`src/rtl/core/mtss_pkg.sv`:
```
// Shared types and constants for the multi-track step sequencer.
// Depends on nothing; used by the controller, the datapath and the top level.
package mtss_pkg;

	localparam logic [1:0] REQ_TICK   = 2'd0;
	localparam logic [1:0] REQ_SYNC   = 2'd1;
	localparam logic [1:0] REQ_WRITE  = 2'd2;
	localparam logic [1:0] REQ_UNUSED = 2'd3;

	localparam logic [2:0] CFG_ENABLED   = 3'd0;
	localparam logic [2:0] CFG_SPS       = 3'd1;
	localparam logic [2:0] CFG_GLIDE     = 3'd2;
	localparam logic [2:0] CFG_LENGTHS   = 3'd3;
	localparam logic [2:0] CFG_MODES     = 3'd4;
	localparam logic [2:0] CFG_SMOOTH    = 3'd5;

	localparam logic [1:0] MODE_FWD    = 2'd0;
	localparam logic [1:0] MODE_BWD    = 2'd1;
	localparam logic [1:0] MODE_BOUNCE = 2'd2;
	localparam logic [1:0] MODE_RAND   = 2'd3;

	localparam logic [31:0] LCG_MUL = 32'd1664525;
	localparam logic [31:0] LCG_ADD = 32'd1013904223;
	localparam logic [16:0] MAX_ADVANCES = 17'd65536;

	localparam logic [16:0] GF_MIN = 17'd655;
	localparam logic [16:0] GF_MAX = 17'd65536;

	// Commands from the controller to the datapath.
	typedef struct packed {
		logic load;      // add the samples to the counter while enabled
		logic sync_clr;  // clear the counter for key sync
		logic cnt_sub;   // subtract one step length from the counter
		logic cnt_mod;   // iterative reduction of a backlog
		logic adv;       // advance the selected track
		logic rem;       // one step of the position remainder
		logic tbl_wr;    // write the step table
		logic rd;        // read the step table for the selected track
		logic upd;       // update the selected track's output value
		logic sync_rd;   // read step 0 of the selected track
		logic sync_trk;  // restart the selected track
		logic emit;      // present the selected track as a result
		logic [2:0] trk; // selected track
	} mtss_cmd_t;

	// Status from the datapath to the controller.
	typedef struct packed {
		logic cnt_ge;    // counter at or above the step length
		logic rem_need;  // the selected track's advance needs a remainder
		logic rem_done;  // the remainder finishes in this cycle
	} mtss_sts_t;

endpackage

```
`src/rtl/core/multi_track_mod_step_sequencer.sv`:
```
// Top level of the multi-track step sequencer: configuration registers and wiring.
// Depends on mtss_pkg, mtss_ctrl and mtss_dp.
// An enabled tick keeps busy high through one counter check when no step falls due, then
// a table read and an output update per track, then one result per track. Each step
// advance adds one counter check and, per track, an advance plus a bit-serial remainder of
// a five-bit dividend for forward and backward or of the 32-bit LCG value for random;
// bounce needs no remainder. The single table read port and the shared remainder unit make
// these steps sequential. A disabled tick goes straight to the results. A counter left over
// after 65536 advances is reduced one subtraction a cycle. Key sync reads step 0 and
// restarts each selected track in turn, and a table write leaves busy low. Results follow in
// the cycle after their emit state, one per cycle on strobe, track 0 first, and cannot be
// held off; start is taken only while busy is low.
module multi_track_mod_step_sequencer #(
	parameter int TRACK_COUNT = 6,
	parameter int STEP_COUNT  = 16
) (
	input  logic        clk,
	input  logic        arst_n,
	input  logic        start,
	output logic        busy,
	input  logic [1:0]  req_type,
	input  logic [15:0] num_samples,
	input  logic [2:0]  first_track,
	input  logic [3:0]  track_count,
	input  logic [2:0]  write_track,
	input  logic [3:0]  write_step,
	input  logic [15:0] step_value,
	input  logic        cfg_we,
	input  logic [2:0]  cfg_index,
	input  logic [31:0] cfg_data,
	output logic        strobe,
	output logic [2:0]  track_index,
	output logic [15:0] track_value,
	output logic [3:0]  current_position,
	output logic        last
);

	logic        enabled_q;
	logic [31:0] sps_q;
	logic [16:0] glide_q;
	logic [23:0] lengths_q;
	logic [11:0] modes_q;
	logic [5:0]  smooth_q;
	mtss_pkg::mtss_cmd_t cmd;
	mtss_pkg::mtss_sts_t sts;

	always_ff @(posedge clk or negedge arst_n) begin
		if (!arst_n) begin
			enabled_q <= 1'b1;
			sps_q <= 32'd1411200;
			glide_q <= 17'd18500;
			lengths_q <= 24'hFFFFFF;
			modes_q <= '0;
			smooth_q <= '0;
		end else if (cfg_we) begin
			case (cfg_index)
				mtss_pkg::CFG_ENABLED: enabled_q <= cfg_data[0];
				mtss_pkg::CFG_SPS:     sps_q <= cfg_data;
				mtss_pkg::CFG_GLIDE:   glide_q <= cfg_data[16:0];
				mtss_pkg::CFG_LENGTHS: lengths_q <= cfg_data[23:0];
				mtss_pkg::CFG_MODES:   modes_q <= cfg_data[11:0];
				mtss_pkg::CFG_SMOOTH:  smooth_q <= cfg_data[5:0];
				default: ;
			endcase
		end
	end

	mtss_ctrl #(.TRACK_COUNT(TRACK_COUNT)) u_ctrl (
		.clk(clk), .arst_n(arst_n), .start(start), .req_type(req_type),
		.first_track(first_track), .track_count(track_count), .enabled(enabled_q),
		.sts(sts), .cmd(cmd), .busy(busy)
	);

	mtss_dp #(.TRACK_COUNT(TRACK_COUNT), .STEP_COUNT(STEP_COUNT)) u_dp (
		.clk(clk), .arst_n(arst_n), .cmd(cmd), .sts(sts),
		.num_samples(num_samples), .write_track(write_track), .write_step(write_step),
		.step_value(step_value), .enabled(enabled_q), .samples_per_step(sps_q),
		.glide_factor(glide_q), .track_lengths(lengths_q), .track_modes(modes_q),
		.track_smooth(smooth_q), .out_valid(strobe), .track_index(track_index),
		.track_value(track_value), .current_position(current_position), .last(last)
	);

	a_last_strobe: assert property (@(posedge clk) disable iff (!arst_n)
		strobe && last |=> !strobe) else $error("result after final track");
	a_busy_strobe: assert property (@(posedge clk) disable iff (!arst_n)
		strobe && !last |-> busy) else $error("result while idle");
	a_start_busy: assert property (@(posedge clk) disable iff (!arst_n)
		start && !busy && req_type == mtss_pkg::REQ_WRITE |=> !busy)
		else $error("write stayed busy");

endmodule

```
`src/rtl/core/mtss_ctrl.sv`:
```
// Controller state machine for the multi-track step sequencer.
// Depends on mtss_pkg; drives the datapath only through command and status.
module mtss_ctrl #(
	parameter int TRACK_COUNT = 6
) (
	input  logic                clk,
	input  logic                arst_n,
	input  logic                start,
	input  logic [1:0]          req_type,
	input  logic [2:0]          first_track,
	input  logic [3:0]          track_count,
	input  logic                enabled,
	input  mtss_pkg::mtss_sts_t sts,
	output mtss_pkg::mtss_cmd_t cmd,
	output logic                busy
);

	typedef enum logic [3:0] {
		ST_IDLE, ST_COUNT, ST_ADV, ST_REM, ST_MOD, ST_READ, ST_UPD, ST_EMIT,
		ST_SYNC_RD, ST_SYNC
	} state_t;

	localparam logic [2:0] LAST_TRK = 3'(TRACK_COUNT - 1);

	state_t state_q;
	logic [2:0] trk_q;
	logic [16:0] nadv_q;
	logic [3:0] sync_end_q;
	logic [3:0] sync_end;
	logic [4:0] sum;
	logic acc;

	always_comb begin
		sum = {2'b0, first_track} + {1'b0, track_count};
		if (sum > 5'(TRACK_COUNT)) begin
			sync_end = 4'(TRACK_COUNT);
		end else begin
			sync_end = sum[3:0];
		end
	end

	always_comb begin
		cmd = '0;
		cmd.trk = trk_q;
		acc = (state_q == ST_IDLE) && start;
		cmd.load = acc && (req_type == mtss_pkg::REQ_TICK);
		cmd.tbl_wr = acc && (req_type == mtss_pkg::REQ_WRITE);
		cmd.sync_clr = acc && (req_type == mtss_pkg::REQ_SYNC);
		case (state_q)
			ST_COUNT: begin
				cmd.cnt_sub = sts.cnt_ge && (nadv_q != mtss_pkg::MAX_ADVANCES);
			end
			ST_ADV:     cmd.adv = 1'b1;
			ST_REM:     cmd.rem = 1'b1;
			ST_MOD:     cmd.cnt_mod = 1'b1;
			ST_READ:    cmd.rd = 1'b1;
			ST_UPD:     cmd.upd = 1'b1;
			ST_EMIT:    cmd.emit = 1'b1;
			ST_SYNC_RD: cmd.sync_rd = 1'b1;
			ST_SYNC:    cmd.sync_trk = 1'b1;
			default: ;
		endcase
	end

	assign busy = (state_q != ST_IDLE);

	always_ff @(posedge clk or negedge arst_n) begin
		if (!arst_n) begin
			state_q <= ST_IDLE;
			trk_q <= '0;
			nadv_q <= '0;
			sync_end_q <= '0;
		end else begin
			case (state_q)
				ST_IDLE: begin
					nadv_q <= '0;
					trk_q <= '0;
					if (start) begin
						case (req_type)
							mtss_pkg::REQ_TICK: begin
								state_q <= enabled ? ST_COUNT : ST_EMIT;
							end
							mtss_pkg::REQ_SYNC: begin
								trk_q <= first_track;
								sync_end_q <= sync_end;
								if ({1'b0, first_track} < sync_end) begin
									state_q <= ST_SYNC_RD;
								end
							end
							default: ;
						endcase
					end
				end
				ST_COUNT: begin
					trk_q <= '0;
					if (!sts.cnt_ge) begin
						state_q <= ST_READ;
					end else if (nadv_q == mtss_pkg::MAX_ADVANCES) begin
						state_q <= ST_MOD;
					end else begin
						nadv_q <= nadv_q + 17'd1;
						state_q <= ST_ADV;
					end
				end
				ST_ADV: begin
					if (sts.rem_need) begin
						state_q <= ST_REM;
					end else if (trk_q == LAST_TRK) begin
						trk_q <= '0;
						state_q <= ST_COUNT;
					end else begin
						trk_q <= trk_q + 3'd1;
					end
				end
				ST_REM: begin
					if (sts.rem_done) begin
						if (trk_q == LAST_TRK) begin
							trk_q <= '0;
							state_q <= ST_COUNT;
						end else begin
							trk_q <= trk_q + 3'd1;
							state_q <= ST_ADV;
						end
					end
				end
				ST_MOD: begin
					if (!sts.cnt_ge) begin
						state_q <= ST_READ;
					end
				end
				ST_READ: state_q <= ST_UPD;
				ST_UPD: begin
					if (trk_q == LAST_TRK) begin
						trk_q <= '0;
						state_q <= ST_EMIT;
					end else begin
						trk_q <= trk_q + 3'd1;
						state_q <= ST_READ;
					end
				end
				ST_EMIT: begin
					if (trk_q == LAST_TRK) begin
						trk_q <= '0;
						state_q <= ST_IDLE;
					end else begin
						trk_q <= trk_q + 3'd1;
					end
				end
				ST_SYNC_RD: state_q <= ST_SYNC;
				ST_SYNC: begin
					if ({1'b0, trk_q} + 4'd1 >= sync_end_q) begin
						state_q <= ST_IDLE;
					end else begin
						trk_q <= trk_q + 3'd1;
						state_q <= ST_SYNC_RD;
					end
				end
				default: state_q <= ST_IDLE;
			endcase
		end
	end

endmodule

```
`src/rtl/core/mtss_dp.sv`:
```
// Datapath of the multi-track step sequencer: counter, LCG, track state and table.
// Depends on mtss_pkg; driven by mtss_ctrl through command signals.
module mtss_dp #(
	parameter int TRACK_COUNT = 6,
	parameter int STEP_COUNT  = 16
) (
	input  logic                clk,
	input  logic                arst_n,
	input  mtss_pkg::mtss_cmd_t cmd,
	output mtss_pkg::mtss_sts_t sts,
	input  logic [15:0]         num_samples,
	input  logic [2:0]          write_track,
	input  logic [3:0]          write_step,
	input  logic [15:0]         step_value,
	input  logic                enabled,
	input  logic [31:0]         samples_per_step,
	input  logic [16:0]         glide_factor,
	input  logic [23:0]         track_lengths,
	input  logic [11:0]         track_modes,
	input  logic [5:0]          track_smooth,
	output logic                out_valid,
	output logic [2:0]          track_index,
	output logic [15:0]         track_value,
	output logic [3:0]          current_position,
	output logic                last
);

	localparam int DEPTH = TRACK_COUNT * STEP_COUNT;
	localparam int AW = $clog2(DEPTH);

	logic [15:0] table_q [DEPTH];
	logic [15:0] rd_q;
	logic [3:0]  pos_q [TRACK_COUNT];
	logic        up_q [TRACK_COUNT];
	logic [15:0] sm_q [TRACK_COUNT];
	logic [33:0] cnt_q;
	logic [31:0] lcg_q;
	logic [31:0] dvd_q;
	logic [3:0]  rem_q;
	logic [5:0]  rem_cnt_q;
	logic [33:0] sps;
	logic [16:0] gf;
	logic [4:0]  len;
	logic [1:0]  mode;
	logic        smooth;
	logic [3:0]  p;
	logic [3:0]  p_nxt;
	logic        up_nxt;
	logic [31:0] lcg_nxt;
	logic [4:0]  small_dvd;
	logic [4:0]  rem_sh;
	logic [4:0]  rem_nxt;
	logic [AW-1:0] rd_addr;
	logic [AW-1:0] wr_addr;
	logic [15:0] cur;
	logic [15:0] diff;
	logic [32:0] prod;
	logic [16:0] q;
	logic [15:0] glided;
	logic [33:0] shifted;

	always_comb begin
		sps = (samples_per_step < 32'd256) ? 34'd256 : {2'b0, samples_per_step};
		gf = glide_factor;
		if (gf < mtss_pkg::GF_MIN) gf = mtss_pkg::GF_MIN;
		if (gf > mtss_pkg::GF_MAX) gf = mtss_pkg::GF_MAX;
		len = (cmd.trk < 3'd6) ? {1'b0, track_lengths[4*cmd.trk +: 4]} + 5'd1 : 5'd1;
		if (len > 5'(STEP_COUNT)) len = 5'(STEP_COUNT);
		mode = (cmd.trk < 3'd6) ? track_modes[2*cmd.trk +: 2] : mtss_pkg::MODE_FWD;
		smooth = (cmd.trk < 3'd6) ? track_smooth[cmd.trk] : 1'b0;
		p = pos_q[cmd.trk];
		up_nxt = up_q[cmd.trk];
		lcg_nxt = lcg_q * mtss_pkg::LCG_MUL + mtss_pkg::LCG_ADD;
		p_nxt = p;
		case (mode)
			mtss_pkg::MODE_BOUNCE: begin
				if (up_q[cmd.trk]) begin
					if ({1'b0, p} + 5'd1 >= len - 5'd1) begin
						p_nxt = 4'(len - 5'd1);
						up_nxt = 1'b0;
					end else begin
						p_nxt = p + 4'd1;
					end
				end else begin
					if (p <= 4'd1) begin
						p_nxt = 4'd0;
						up_nxt = 1'b1;
					end else begin
						p_nxt = p - 4'd1;
					end
				end
			end
			default: ;
		endcase
		// Forward, backward and random positions are remainders by the length, one bit a cycle.
		small_dvd = (mode == mtss_pkg::MODE_BWD) ? ({1'b0, p} + len - 5'd1)
			: ({1'b0, p} + 5'd1);
		rem_sh = {rem_q, dvd_q[31]};
		rem_nxt = (rem_sh >= len) ? rem_sh - len : rem_sh;
		rd_addr = AW'(cmd.trk * STEP_COUNT + p);
		wr_addr = AW'(write_track * STEP_COUNT + write_step);
		cur = sm_q[cmd.trk];
		diff = (rd_q >= cur) ? rd_q - cur : cur - rd_q;
		prod = {17'd0, diff} * {16'd0, gf} + 33'd32768;
		q = prod[32:16];
		glided = (rd_q >= cur) ? cur + q[15:0] : cur - q[15:0];
		shifted = {10'd0, num_samples, 8'd0};
		sts.cnt_ge = (cnt_q >= sps);
		sts.rem_need = (mode != mtss_pkg::MODE_BOUNCE);
		sts.rem_done = (rem_cnt_q == 6'd1);
	end

	always_ff @(posedge clk) begin
		if (cmd.tbl_wr && ({1'b0, write_track} < 4'(TRACK_COUNT))
			&& ({1'b0, write_step} < 5'(STEP_COUNT))) begin
			table_q[wr_addr] <= step_value;
		end
		if (cmd.rd || cmd.sync_rd) begin
			rd_q <= table_q[cmd.sync_rd ? AW'(cmd.trk * STEP_COUNT) : rd_addr];
		end
		track_index <= cmd.trk;
		track_value <= enabled ? sm_q[cmd.trk] : 16'd0;
		current_position <= pos_q[cmd.trk];
		last <= (cmd.trk == 3'(TRACK_COUNT - 1));
	end

	always_ff @(posedge clk or negedge arst_n) begin
		if (!arst_n) begin
			cnt_q <= '0;
			lcg_q <= 32'd1;
			dvd_q <= '0;
			rem_q <= '0;
			rem_cnt_q <= '0;
			out_valid <= 1'b0;
			for (int i = 0; i < TRACK_COUNT; i++) begin
				pos_q[i] <= '0;
				up_q[i] <= 1'b1;
				sm_q[i] <= '0;
			end
		end else begin
			out_valid <= cmd.emit;
			if (cmd.sync_clr) begin
				cnt_q <= '0;
			end else if (cmd.load && enabled) begin
				cnt_q <= cnt_q + shifted;
			end else if ((cmd.cnt_sub || cmd.cnt_mod) && sts.cnt_ge) begin
				cnt_q <= cnt_q - sps;
			end
			if (cmd.adv) begin
				if (mode == mtss_pkg::MODE_BOUNCE) begin
					pos_q[cmd.trk] <= p_nxt;
					up_q[cmd.trk] <= up_nxt;
				end else begin
					rem_q <= '0;
					if (mode == mtss_pkg::MODE_RAND) begin
						lcg_q <= lcg_nxt;
						dvd_q <= lcg_nxt;
						rem_cnt_q <= 6'd32;
					end else begin
						dvd_q <= {small_dvd, 27'd0};
						rem_cnt_q <= 6'd5;
					end
				end
			end
			if (cmd.rem) begin
				rem_q <= rem_nxt[3:0];
				dvd_q <= {dvd_q[30:0], 1'b0};
				rem_cnt_q <= rem_cnt_q - 6'd1;
				if (rem_cnt_q == 6'd1) begin
					pos_q[cmd.trk] <= rem_nxt[3:0];
				end
			end
			if (cmd.upd) begin
				sm_q[cmd.trk] <= smooth ? glided : rd_q;
			end
			if (cmd.sync_trk) begin
				pos_q[cmd.trk] <= '0;
				up_q[cmd.trk] <= 1'b1;
				sm_q[cmd.trk] <= rd_q;
			end
		end
	end

endmodule

```
`config.mk`:
```
export PLATFORM = sky130hd
export DESIGN_NAME = multi_track_mod_step_sequencer
export DESIGN_NICKNAME = d
export VERILOG_FILES = /design/src/rtl/core/mtss_pkg.sv /design/src/rtl/core/multi_track_mod_step_sequencer.sv /design/src/rtl/core/mtss_ctrl.sv /design/src/rtl/core/mtss_dp.sv
export SDC_FILE = /design/constraint.sdc
export NUM_CORES = 2
export LEC_CHECK = 0
export CAP_MARGIN = 20
export CELL_PAD_IN_SITES_DETAIL_PLACEMENT = 0
export CELL_PAD_IN_SITES_GLOBAL_PLACEMENT = 1
export CORE_MARGIN = 3
export CORE_UTILIZATION = 53
export DETAILED_ROUTE_END_ITERATION = 12
export DONT_BUFFER_PORTS = 1
export PLACE_DENSITY_LB_ADDON = 0.25
export SYNTH_ARGS = -nofsm -noshare
export SYNTH_HDL_FRONTEND = slang
export SYNTH_HIERARCHICAL = 1
export SYNTH_SLANG_ARGS = --single-unit
```
`constraint.sdc`:
```
create_clock -name clk -period 14.6 [get_ports clk]
set_clock_uncertainty 0.1 [all_clocks]
set_input_delay 0.73 -clock clk [delete_from_list [all_inputs] [get_ports clk]]
set_output_delay 0.73 -clock clk [all_outputs]
set_load 0.1 [all_outputs]
```
==> results.yml <==
setup_path:
  cp_data_required_time_ns: 15.21
  path_class: "reg -> reg"
  critPathMaxFanout: 27
  cpPeakStageDelay_ns: 0.64
  r2r_start: "u_ctrl/trk_q[0]"
  r2r_cells: 56
  critPathCaptureType: "register"
  worstSetupEndpoint: "u_dp/sm_q[79]"
  cp_slowest_cell: "ha_1"
  cp-start-kind: "register"
  crit_start: "u_ctrl/trk_q[0]"
  cp.arrival_ns: 14.41
  r2r_end: "u_dp/sm_q[79]"
  critPathMostFrequentCell: "fa_1"
  setup.reg_to_reg.worst_slack_ns: 0.79
cells_and_area:
  mostFrequentLayoutCells: "1,552 x edfxtp_1, 1,132 x nand2_1, 655 x inv_1, 577 x mux2i_1, 468 x nor2_1"
  fillers: 15200
  mostFrequentLayoutCell: "edfxtp_1"
  layout-drive-gt1-share_pct: 8.53
  finalNonFillerCells: 11200
  area_delta_synth_final_pct: 10.3
  finalNetCount: 9382
  multi_input_area_um2: 41200
  regArea_um2: 56000
global_routing:
  grt_pass1_wl_um: 424000
  grt_max_degree: 356
  antenna_found_initial: 5
  grt_pass1_vias: 67500
  track_usage_pct: 28.1
  overflow: 0
run:
  drv_cap: 0
routing:
  via_per_inst: 6.04
  wl_per_cell_um: 24.9
  drt_first_pass_iters: 6
  drc: 0
  ant_nets: 0
  routed_wl_um: 279000
  drt_iter0_markers: 6256
  vias: 67700
yosys:
  ys_warn_count: 6
  synth_compound_area_share_pct: 10.1
  netlist_instances: 8564
  synth-main-ff-cell: "edfxtp_1"
  synth_nets: 9406
  netlist_area_um2: 101000
  syn_avg_cell_area_um2: 11.8
  synth-xor-area-share_pct: 1.50
  yosysSeqAreaShare_pct: 55.2
  synth_fa_ha_area_share_pct: 11.9
  synth_simple_gate_area_share_pct: 9.85
  synth_edf_count: 1552
  synth_top_family_by_area: "adder cells"
  synthMuxAreaShare_pct: 7.03
  async_flop_share_pct: 18.4
  ys_ff_latch: 1931
  synth_cell_types: 97
die:
  rows: 159
  die_area_um2: 197000
  die_h_um: 443
  core-area_um2: 189000
  initial_core_util_pct: 53.7
  dieWidth_um: 443
  num_io_pins: 113
sta:
  tns_ns: 0
  period_needed_ns: 13.81
  worst_pin_slew_ns: 1.15
  slew_violations: 0
  rsz0062_at_grt: "false"
  final-hold-violation-count: 0
  maxSlewHeadroom_pct: 23.5
  setup_viol: 0
  timing.final.crit_share_pct: 94.6
  max_freq_mhz: 72.4
clock_tree:
  cts_buffer_depth: 3
  clk_latency_ns: 0.86
  cts_setup_buffers: 0
  cts_tree: "yes"
  root_buffer: "clkbuf_16"
  cts.sinks: 1931
  htreeDepth: 4
  clkTransAtPathRegs_ns: 0.06
  cts_made_buffers: 197
placed_design:
  gp_congestion: 0.927
  hpwl_um: 178000
  placed_cells: 10800
  port_buffers: 0
worst_hold_path:
  whs_path_depth: 3
  min_path_type: "in -> reg"
run_status:
  status: "finished clean"
-- layer usage --
layer  GRT usage, %  up-vias  routed length, µm  part of all wire (%)
met1           38.2    34100             116000                    41
met3           4.81      446              20100                   7.2
met4           9.46        2               9480                   3.4
met2           46.1     2454             134000                    48
met5              0        -                 13                0.0047
li1               -    30700                  -                     -
-- through the flow --
step                utilization, %  hold slack (ns)  area [µm²]  setup slack [ns]
detailed placement            55.2            0.342      104000             0.359
finish                        59.2           0.0889      112000             0.791
global route                  59.2           0.0641      112000            0.0244
floorplan                        -            0.302      101000              1.56
CTS                           59.1           0.0225      112000             0.251
global placement              55.2            0.342      104000             0.710
-- flip-flops by register name, summed over array words and instances, names as in the netlist, 3 cells and up --
signal,flops
u_dp/rd_q,16
u_dp/sm_q,96
u_dp/dvd_q,32
u_dp/current_position,4
lengths_q,24
u_dp/table_q,1536
u_dp/lcg_q,32
u_ctrl/nadv_q,17
glide_q,17
u_dp/up_q,6
u_ctrl/sync_end_q,4
smooth_q,6
u_dp/rem_cnt_q,6
u_ctrl/trk_q,3
u_dp/rem_q,4
sps_q,32
u_dp/pos_q,24
u_ctrl/state_q,4
u_dp/cnt_q,34
u_dp/track_value,16
u_dp/track_index,3
modes_q,12
-- how the worst min path moves through the flow --
stage                    startpoint                   to  slack (ns)
finish                  req_type[1]    u_ctrl/state_q[3]        0.09
CTS                     req_type[1]    u_ctrl/state_q[3]        0.02
floorplan           u_ctrl/trk_q[1]  u_dp/track_index[1]        0.30
detailed placement           arst_n        u_dp/lcg_q[4]        0.34
global route         first_track[1]      u_ctrl/trk_q[1]        0.06
global placement             arst_n        u_dp/lcg_q[4]        0.34
-- synthesized netlist by cell type (23+ instances only) --
master / count / area [µm²]
dfstp_2: 42 / 1100
fa_1: 353 / 7070
nand2_1: 1132 / 4250
inv_1: 658 / 2470
nand3_1: 340 / 1700
xnor2_1: 118 / 1030
dfrtp_1: 313 / 7830
and3_1: 23 / 144
nor2_1: 478 / 1790
clkbuf_1: 373 / 1400
mux2_4: 40 / 601
edfxtp_1: 1552 / 46600
buf_1: 70 / 263
mux2i_1: 577 / 5780
nor2b_1: 29 / 181
a31oi_1: 51 / 319
o21ai_0: 286 / 1430
a21oi_1: 457 / 2290
nor4_1: 35 / 219
mux2_2: 67 / 754
o21ai_1: 23 / 115
a22oi_1: 100 / 751
a311oi_1: 38 / 333
o21bai_1: 24 / 180
o221ai_1: 134 / 1170
nand2b_1: 46 / 288
nor3_1: 53 / 265
a211oi_1: 51 / 383
o22ai_1: 139 / 870
xor2_1: 51 / 447
ha_1: 402 / 5030
dfxtp_1: 24 / 480
and2_1: 52 / 325
a221oi_1: 70 / 613
a21o_1: 84 / 631
-- cell type report --
cell class	instances	share of cell area, %
antenna	6	0.0134
clock buffer	249	4.67
clock inverter	119	1.11
inverter	661	2.23
multi-input combinational	5500	36.9
sequential	1931	50.1
tap	2495	2.79
timing repair buffer	249	2.18
-- cells by family (layout without fill, tap and decap cells) --
kind of cell    after synthesis  in the layout
simple gates               2296           2296
flops                      1931           1931
compound gates             1594           1594
buf+inv                    1133           1278
fa+ha+maj                   755            755
mux                         684            684
xor+xnor                    171            171
other cells                   0              6
-- critical path: cells and delay by family (launching register included) --
kind	cells	cell delay, ns
xor gates and xnor gates	5	1.04
adders and majority gates	9	4.26
AOI/OAI and AO/OA	19	3.94
buffers and inverters	11	1.55
and+or+nand+nor	12	2.25
DFF	1	0.49
-- repair_timing --
item                                   4_1_cts  5_1_grt
hold buffers                                49        1
endpoints found under the hold margin     1983       64
setup endpoints to repair                    0       37
resized for setup                            0       19
Power is left out: the tool's default activity adds up to more than one toggle a clock period on the data nets, which glitch-free logic cannot reach.
